$ cat src/hdl/pasq_pkg.sv
// Package for the priority/age sorted queue.
// Holds transaction payload types, opcode and status codes. No dependencies.
`timescale 1ns / 1ps

package pasq_pkg;

  // Opcodes
  localparam logic OP_INSERT = 1'b0;
  localparam logic OP_SERVE  = 1'b1;

  // Result status codes
  localparam logic [1:0] ST_INSERTED = 2'd0;
  localparam logic [1:0] ST_SERVED   = 2'd1;
  localparam logic [1:0] ST_EMPTY    = 2'd2;
  localparam logic [1:0] ST_FULL     = 2'd3;

  // Fixed field widths of the transaction payloads
  localparam int unsigned ID_FIELD_W  = 16;
  localparam int unsigned AGE_FIELD_W = 7;
  localparam int unsigned LVL_W       = 2;
  localparam int unsigned OCC_W       = 5;

  typedef struct packed {
    logic                   opcode;
    logic [ID_FIELD_W-1:0]  patient_id;
    logic [LVL_W-1:0]       level;
    logic [AGE_FIELD_W-1:0] age;
  } pasq_in_t;

  typedef struct packed {
    logic [1:0]             status;
    logic [ID_FIELD_W-1:0]  served_id;
    logic [LVL_W-1:0]       served_level;
    logic [AGE_FIELD_W-1:0] served_age;
    logic [OCC_W-1:0]       occupancy;
  } pasq_out_t;

  // Per-cycle command broadcast to every cell of the chain
  typedef struct packed {
    logic ins;   // shift right behind the insertion point, load new entry
    logic srv;   // shift every entry one place toward the head
  } pasq_cell_ctrl_t;

endpackage

$ cat src/hdl/pasq_cell.sv
// One slot of the sorted queue chain: holds an entry, compares it with the
// incoming key and takes data from its left or right neighbor. Uses pasq_pkg.
`timescale 1ns / 1ps

module pasq_cell #(
  parameter int unsigned ID_W  = 16,
  parameter int unsigned AGE_W = 7
) (
  input  logic                           clk_i,
  input  pasq_pkg::pasq_cell_ctrl_t      ctrl_i,
  input  logic                           occ_i,
  input  logic [ID_W-1:0]                new_id_i,
  input  logic [pasq_pkg::LVL_W-1:0]     new_lvl_i,
  input  logic [AGE_W-1:0]               new_age_i,
  input  logic                           left_ahead_i,
  input  logic [ID_W-1:0]                left_id_i,
  input  logic [pasq_pkg::LVL_W-1:0]     left_lvl_i,
  input  logic [AGE_W-1:0]               left_age_i,
  input  logic [ID_W-1:0]                right_id_i,
  input  logic [pasq_pkg::LVL_W-1:0]     right_lvl_i,
  input  logic [AGE_W-1:0]               right_age_i,
  output logic                           ahead_o,
  output logic [ID_W-1:0]                id_o,
  output logic [pasq_pkg::LVL_W-1:0]     lvl_o,
  output logic [AGE_W-1:0]               age_o
);
  import pasq_pkg::*;

  logic [ID_W-1:0]  id_q, id_d;
  logic [LVL_W-1:0] lvl_q, lvl_d;
  logic [AGE_W-1:0] age_q, age_d;

  // Stored entry keeps its place ahead of the new key
  assign ahead_o = occ_i && ((lvl_q > new_lvl_i) ||
                             ((lvl_q == new_lvl_i) && (age_q >= new_age_i)));

  always_comb begin
    id_d  = id_q;
    lvl_d = lvl_q;
    age_d = age_q;
    if (ctrl_i.ins && !ahead_o) begin
      if (left_ahead_i) begin
        // insertion point: load the new entry
        id_d  = new_id_i;
        lvl_d = new_lvl_i;
        age_d = new_age_i;
      end else begin
        // behind the insertion point: advance one place toward the tail
        id_d  = left_id_i;
        lvl_d = left_lvl_i;
        age_d = left_age_i;
      end
    end else if (ctrl_i.srv) begin
      id_d  = right_id_i;
      lvl_d = right_lvl_i;
      age_d = right_age_i;
    end
  end

  always_ff @(posedge clk_i) begin
    id_q  <= id_d;
    lvl_q <= lvl_d;
    age_q <= age_d;
  end

  assign id_o  = id_q;
  assign lvl_o = lvl_q;
  assign age_o = age_q;

endmodule

$ cat src/hdl/priority_age_sorted_queue_unit.sv
// Top level of the priority/age sorted queue: a chain of pasq_cell slots,
// the entry counter and the result register. Uses pasq_pkg and pasq_cell.
`timescale 1ns / 1ps

// The queue is a row of CAPACITY identical cells kept sorted from the head
// (cell 0): higher level first, and within a level greater age first, with
// equal keys in arrival order. Every cell compares its own entry with the
// incoming key in parallel, so an insert or a serve updates all cells at
// once: the cells behind the insertion point shift one place toward the
// tail, or on a serve every cell takes its right neighbor's entry. One
// transaction is accepted per cycle while the input is ready, which it is
// whenever the output register is empty or is being drained in the same
// cycle; its result appears in the output register on the next cycle. So a
// stalled consumer stalls the input after one result. Inserting into a
// full queue returns the full status and changes nothing; serving an empty
// queue returns the empty status. Reset clears only the entry counter and
// valid flag; cells past the count are never read, so need no clearing.
module priority_age_sorted_queue_unit #(
  parameter int unsigned CAPACITY = 16,
  parameter int unsigned AGE_BITS = 7,
  parameter int unsigned ID_BITS  = 16
) (
  input  logic                 clk_i,
  input  logic                 rst_ni,
  input  logic                 in_valid_i,
  output logic                 in_ready_o,
  input  pasq_pkg::pasq_in_t   in_data_i,
  output logic                 out_valid_o,
  input  logic                 out_ready_i,
  output pasq_pkg::pasq_out_t  out_data_o
);
  import pasq_pkg::*;

  // Stored widths: the field width, narrowed further by the parameters
  localparam int unsigned ID_W  = (ID_BITS  < ID_FIELD_W)  ? ID_BITS  : ID_FIELD_W;
  localparam int unsigned AGE_W = (AGE_BITS < AGE_FIELD_W) ? AGE_BITS : AGE_FIELD_W;
  localparam int unsigned CNT_W = $clog2(CAPACITY + 1);

  logic             fire;
  logic             full, empty;
  logic [CNT_W-1:0] count_q, count_d;
  logic             out_vld_q;
  pasq_out_t        out_data_q, out_data_d;
  pasq_cell_ctrl_t  ctrl;

  logic [ID_W-1:0]  new_id;
  logic [AGE_W-1:0] new_age;

  logic             ahead_w [CAPACITY];
  logic [ID_W-1:0]  id_w    [CAPACITY];
  logic [LVL_W-1:0] lvl_w   [CAPACITY];
  logic [AGE_W-1:0] age_w   [CAPACITY];

  // Accept while the result register is free or emptying this cycle
  assign in_ready_o = !out_vld_q || out_ready_i;
  assign fire       = in_valid_i && in_ready_o;

  assign full  = (count_q == CNT_W'(CAPACITY));
  assign empty = (count_q == '0);

  assign new_id  = in_data_i.patient_id[ID_W-1:0];
  assign new_age = in_data_i.age[AGE_W-1:0];

  // Drop inserts into a full queue and serves of an empty one
  assign ctrl.ins = fire && (in_data_i.opcode == OP_INSERT) && !full;
  assign ctrl.srv = fire && (in_data_i.opcode == OP_SERVE)  && !empty;

  // Chain of slots; cell 0 is the head
  for (genvar g = 0; g < CAPACITY; g++) begin : g_cell
    logic             occ;
    logic             l_ahead;
    logic [ID_W-1:0]  l_id, r_id;
    logic [LVL_W-1:0] l_lvl, r_lvl;
    logic [AGE_W-1:0] l_age, r_age;

    assign occ = (CNT_W'(g) < count_q);

    if (g == 0) begin : g_head
      assign l_ahead = 1'b1;
      assign l_id    = new_id;
      assign l_lvl   = in_data_i.level;
      assign l_age   = new_age;
    end else begin : g_body
      assign l_ahead = ahead_w[g-1];
      assign l_id    = id_w[g-1];
      assign l_lvl   = lvl_w[g-1];
      assign l_age   = age_w[g-1];
    end

    if (g == CAPACITY - 1) begin : g_tail
      // The tail slot is past the count after a serve; keep its contents
      assign r_id  = id_w[g];
      assign r_lvl = lvl_w[g];
      assign r_age = age_w[g];
    end else begin : g_mid
      assign r_id  = id_w[g+1];
      assign r_lvl = lvl_w[g+1];
      assign r_age = age_w[g+1];
    end

    pasq_cell #(
      .ID_W  (ID_W),
      .AGE_W (AGE_W)
    ) u_cell (
      .clk_i        (clk_i),
      .ctrl_i       (ctrl),
      .occ_i        (occ),
      .new_id_i     (new_id),
      .new_lvl_i    (in_data_i.level),
      .new_age_i    (new_age),
      .left_ahead_i (l_ahead),
      .left_id_i    (l_id),
      .left_lvl_i   (l_lvl),
      .left_age_i   (l_age),
      .right_id_i   (r_id),
      .right_lvl_i  (r_lvl),
      .right_age_i  (r_age),
      .ahead_o      (ahead_w[g]),
      .id_o         (id_w[g]),
      .lvl_o        (lvl_w[g]),
      .age_o        (age_w[g])
    );
  end

  // Entry counter
  always_comb begin
    count_d = count_q;
    if (ctrl.ins) begin
      count_d = count_q + CNT_W'(1);
    end else if (ctrl.srv) begin
      count_d = count_q - CNT_W'(1);
    end
  end

  // Result of the transaction accepted this cycle
  always_comb begin
    out_data_d              = '0;
    out_data_d.occupancy    = OCC_W'(count_d);
    if (in_data_i.opcode == OP_INSERT) begin
      out_data_d.status = full ? ST_FULL : ST_INSERTED;
    end else if (empty) begin
      out_data_d.status = ST_EMPTY;
    end else begin
      out_data_d.status       = ST_SERVED;
      out_data_d.served_id    = ID_FIELD_W'(id_w[0]);
      out_data_d.served_level = lvl_w[0];
      out_data_d.served_age   = AGE_FIELD_W'(age_w[0]);
    end
  end

  always_ff @(posedge clk_i or negedge rst_ni) begin
    if (!rst_ni) begin
      count_q   <= '0;
      out_vld_q <= 1'b0;
    end else begin
      count_q <= count_d;
      if (fire) begin
        out_vld_q <= 1'b1;
      end else if (out_ready_i) begin
        out_vld_q <= 1'b0;
      end
    end
  end

  // Hold the result payload until a new transaction replaces it
  always_ff @(posedge clk_i) begin
    if (fire) begin
      out_data_q <= out_data_d;
    end
  end

  assign out_valid_o = out_vld_q;
  assign out_data_o  = out_data_q;

endmodule

$ cat config.mk
export PLATFORM = sky130hd
export DESIGN_NAME = priority_age_sorted_queue_unit
export DESIGN_NICKNAME = d
export VERILOG_FILES = /design/src/hdl/pasq_pkg.sv /design/src/hdl/pasq_cell.sv /design/src/hdl/priority_age_sorted_queue_unit.sv
export SDC_FILE = /design/constraint.sdc
export NUM_CORES = 1
export LEC_CHECK = 0
export BUFFER_PORTS_ARGS = -buffer_cell sky130_fd_sc_hd__buf_2
export CAP_MARGIN = 20
export CORE_ASPECT_RATIO = 1.25
export CORE_MARGIN = 2
export CORE_UTILIZATION = 39
export CTS_CLUSTER_SIZE = 30
export DETAILED_ROUTE_END_ITERATION = 16
export GPL_TIMING_DRIVEN = 0
export PLACE_DENSITY = 0.56
export REMOVE_ABC_BUFFERS = 1
export SLEW_MARGIN = 25
export SYNTH_ARGS = -nofsm -noshare
export SYNTH_HDL_FRONTEND = slang
export SYNTH_SLANG_ARGS = --single-unit
$ cat constraint.sdc
create_clock -name clk_i -period 9.7 [get_ports clk_i]
set_clock_uncertainty 0.15 [all_clocks]
set_input_delay 2.91 -clock clk_i [delete_from_list [all_inputs] [get_ports clk_i]]
set_output_delay 2.91 -clock clk_i [all_outputs]
set_load 0.03 [all_outputs]
==> summary.txt <==
Global routing
  – Via count of the first global-routing pass: 16053
  – Global-route wire length before repair: 87.3 mm
  – Maximum number of pins on one net before global-route repair: 37
  – Global-route usage over all layers: 0.161
  – Initial antenna violation count: 4
  – Global-route congestion overflow total: 0

Layout
  – Number of standard cells in the final layout excluding fillers: 3065
  – Layout-stage area growth over the synthesis result: 10.8%
  – Filler cell count: 5948
  – Area of all sequential standard cells: 0.0131 mm2
  – Proportion of layout cells with a drive suffix above 1: 0.111
  – Final net count: 2360
  – Final design instance area without fill: 0.0279 mm2
  – Combined area of the multi-input logic cells: 0.0112 mm2

Critical path
  – Arr. time, crit path: 3420 ps
  – Count of cells along the worst register-to-register path: 7
  – Cell with the most instances on the worst path: sky130_fd_sc_hd__buf_2
  – Kind of start point of the critical path: input pin
  – Combined buffer and inverter count along the critical path: 2
  – CP required: 6640 ps
  – Slowest cell on the critical path: sky130_fd_sc_hd__nand2b_2
  – Reg-to-reg critical path endpoint: g_cell[14].u_cell.id_o[2]$_DFFE_PP_
  – WS Path Type: in2out
  – Max incr delay on CP: 210 ps
  – Count of cell instances traversed by the critical path: 3
  – RR Startpoint: count_q[1]$_DFF_PN0_
  – Worst path top cell family by delay: buffers and inverters
  – Register-to-register setup slack: 6010 ps
  – Worst setup path endpoint: in_ready_o
  – Launching element of the worst setup path: out_ready_i
  – Worst path cell trace: buf_2, nand2b_2, buf_2
  – Maximum fanout along the worst path: 4
  – Critical Path Sink Type: output pin

Placed design
  – Placed insts: 2982
  – Instance area at placement: 0.0264 mm2
  – Count of input and output buffers: 63
  – Placed wire-length estimate: 40.9 mm
  – Routability-driven placement congestion ratio: 0.801

Timing
  – Ratio of final minimum period to clock period: 0.668
  – RSZ-0062 raised after global routing: false
  – Hold Fails Final Rpt: 0
  – Worst relative slew slack: 0.340
  – Total of endpoints with negative setup slack in the final report: 0
  – Transition at the pin with the smallest max-transition slack: 987 ps
  – Final sum of negative setup slack: 0 ps
  – Number of pins with negative max-slew slack in the final report: 0
  – Highest Clock Rate: 154 MHz
  – Post-route minimum period: 6480 ps

Synthesis
  – Most used standard cell by instance count after synthesis: sky130_fd_sc_hd__edfxtp_1
  – Post-synth top area share: 0.516
  – Syn. warnings: 0
  – Count of flip-flops with a built-in enable after synthesis: 432
  – Unique masters post-synth: 64
  – Prevailing post-synth register cell: sky130_fd_sc_hd__edfxtp_1
  – Cell accounting for the most synthesized area: sky130_fd_sc_hd__edfxtp_1
  – Most used standard cells in the synthesized netlist: sky130_fd_sc_hd__edfxtp_1, sky130_fd_sc_hd__mux2i_1, sky130_fd_sc_hd__a21oi_1
  – Proportion of synthesized chip area in sequential cells: 0.522
  – Seq cells post-synth: 438
  – Cell count after synthesis: 2189
  – Leading post-synthesis cells by cell area: sky130_fd_sc_hd__edfxtp_1, sky130_fd_sc_hd__mux2i_1, sky130_fd_sc_hd__ha_1
  – Proportion of register bits with asynchronous set or reset after synthesis: 0.0137
  – Summed instance area of the synthesized netlist: 0.0252 mm2
  – Avg Inst Size Synth: 11.5 um2

Die
  – Horizontal extent of the die: 231 um
  – Starting density of the core: 0.392
  – Overall die area: 0.0666 mm2
  – Area of the core: 0.0642 mm2
  – I/O pin count: 64
  – Height of the die: 288 um
  – Number of placement rows: 104

Worst hold path
  – Depth of the worst hold-timing path: 2
  – Type of the worst min-delay path: reg2reg

Clock network
  – Clock Root Buffer: sky130_fd_sc_hd__clkbuf_16
  – Number of hold-repair buffers added at the cts stage: 0
  – Post-cts sizing count: 0
  – Latest clock arrival within the worst-skew pair: 560 ps
  – Number of buffers inserted during clock tree synthesis: 46
  – Clk buf depth: 3
  – Number of buffers inserted by post-CTS setup repair: 0
  – # H-tree levels: 2
  – Clock slew seen by the registers of the worst setup and hold paths: 60 ps
  – Number of clock sinks: 438
  – TritonCTS clock tree: yes

Detailed routing
  – Sum of routed wire length over all layers: 54.2 mm
  – Average wire length per cell after detail routing: 17.7 um
  – TritonRoute pass-1 iters: 5
  – 1st-iter DRT viols: 1076
  – DRC viols: 0
  – Remaining number of nets flagged by the antenna check after routing: 0
  – Total via count after detailed routing: 15963
  – Vias per std cell: 5.21

Power and ir drop
  – Leakage dissipation: 11.1 nW
  – Worst vdd rail ir drop: 116 uV
  – Power per standard cell area: 227 mW/mm2
  – Overall power after layout: 6.33 mW

Run status
  – Run status: finished, final reports clean

Run
  – # Max-Cap Violations: 0
-- sequential cells by signal, indices dropped and copies added (netlist names) --
signal               flops
count_q                  5
g_cell.u_cell.age_o    112
g_cell.u_cell.id_o     256
g_cell.u_cell.lvl_o     32
out_data_o              32
out_valid_o              1
-- logic make-up (layout without fill, tap and decap cells) --
logic type	count (synthesis)	after routing	share of synthesized area
adders and majority gates	148	148	0.0736
and+or+nand+nor	516	516	0.0909
AOI/OAI and AO/OA	502	502	0.113
buffers and inverters	189	216	0.0390
DFF	438	438	0.522
other	0	1	0
xor gates and xnor gates	5	5	0.00174
muxes	391	391	0.160
-- per-stage QoR --
stage | hold slack (ps) | util | setup slack [ps]
4_1_cts | 407 | 0.434 | 3220
3_3_place_gp | 388 | 0.401 | 453
3_5_place_dp | 390 | 0.412 | 2960
2_1_floorplan | 372 | - | 2440
5_1_grt | 432 | 0.434 | 3200
6_report | 406 | 0.434 | 3220
-- tightest hold or removal path, cell delays in order (launching register included) --
cell                       delay, ps
sky130_fd_sc_hd__edfxtp_1        340
sky130_fd_sc_hd__nand2_1          50
sky130_fd_sc_hd__o21ai_0          60
-- worst min-delay path by stage --
stage / startpoint / end / slack [ps]
after floorplan: g_cell[12].u_cell.id_o[0]$_DFFE_PP_ / g_cell[11].u_cell.id_o[0]$_DFFE_PP_ / 370
after global placement: g_cell[12].u_cell.id_o[9]$_DFFE_PP_ / g_cell[11].u_cell.id_o[9]$_DFFE_PP_ / 390
after detailed placement: g_cell[12].u_cell.id_o[7]$_DFFE_PP_ / g_cell[11].u_cell.id_o[7]$_DFFE_PP_ / 390
after CTS: g_cell[12].u_cell.id_o[7]$_DFFE_PP_ / g_cell[11].u_cell.id_o[7]$_DFFE_PP_ / 410
after global routing: g_cell[12].u_cell.id_o[12]$_DFFE_PP_ / g_cell[11].u_cell.id_o[12]$_DFFE_PP_ / 430
final: g_cell[12].u_cell.id_o[8]$_DFFE_PP_ / g_cell[11].u_cell.id_o[8]$_DFFE_PP_ / 410
-- per-layer routing --
metal  part of all wire  global-route usage  vias up
li1                   -                   -     8044
met1               0.43               0.199     7561
met2               0.51               0.295      280
met3              0.037              0.0210       72
met4              0.019              0.0424        6
met5            0.00057                   0        -
-- report_power, final --
group          leakage, nW  internal [mW]  total (mW)  switching, mW
clock                0.683          0.967        1.71          0.745
sequential            4.12           2.50        2.68          0.185
combinational         6.35          0.798        1.94           1.14
total                 11.1           4.26        6.33           2.07
-- cell usage in the layout, fill, tap and decap left out, types with 5 or more instances in the layout --
| master | instances |
|---|---|
| sky130_fd_sc_hd__a211o_1 | 5 |
| sky130_fd_sc_hd__a211oi_1 | 16 |
| sky130_fd_sc_hd__a21o_1 | 9 |
| sky130_fd_sc_hd__a21oi_1 | 303 |
| sky130_fd_sc_hd__a21oi_4 | 12 |
| sky130_fd_sc_hd__a31oi_1 | 7 |
| sky130_fd_sc_hd__and2_1 | 25 |
| sky130_fd_sc_hd__and4_1 | 7 |
| sky130_fd_sc_hd__buf_16 | 18 |
| sky130_fd_sc_hd__buf_2 | 63 |
| sky130_fd_sc_hd__clkbuf_1 | 18 |
| sky130_fd_sc_hd__clkbuf_16 | 46 |
| sky130_fd_sc_hd__clkinv_1 | 6 |
| sky130_fd_sc_hd__clkinv_2 | 5 |
| sky130_fd_sc_hd__dfrtp_1 | 6 |
| sky130_fd_sc_hd__edfxtp_1 | 432 |
| sky130_fd_sc_hd__ha_1 | 148 |
| sky130_fd_sc_hd__inv_1 | 50 |
| sky130_fd_sc_hd__mux2_2 | 26 |
| sky130_fd_sc_hd__mux2_4 | 15 |
| sky130_fd_sc_hd__mux2i_1 | 350 |
| sky130_fd_sc_hd__nand2_1 | 104 |
| sky130_fd_sc_hd__nand2_2 | 14 |
| sky130_fd_sc_hd__nand2b_1 | 33 |
| sky130_fd_sc_hd__nand2b_2 | 13 |
| sky130_fd_sc_hd__nand3_1 | 5 |
| sky130_fd_sc_hd__nor2_1 | 289 |
| sky130_fd_sc_hd__o2111a_1 | 7 |
| sky130_fd_sc_hd__o21ai_0 | 63 |
| sky130_fd_sc_hd__o21ai_1 | 52 |
-- layout make-up --
class                   count  area share
flip-flops and latches    438       0.471
multi-input cells        1562       0.403
clock buffers              65      0.0442
well taps                 848      0.0381
repair buffers             82      0.0298
inverters                  52     0.00701
clock inverters            17     0.00651
diodes                      1   0.0000898
No activity file was read; power rests on OpenSTA's default activity.
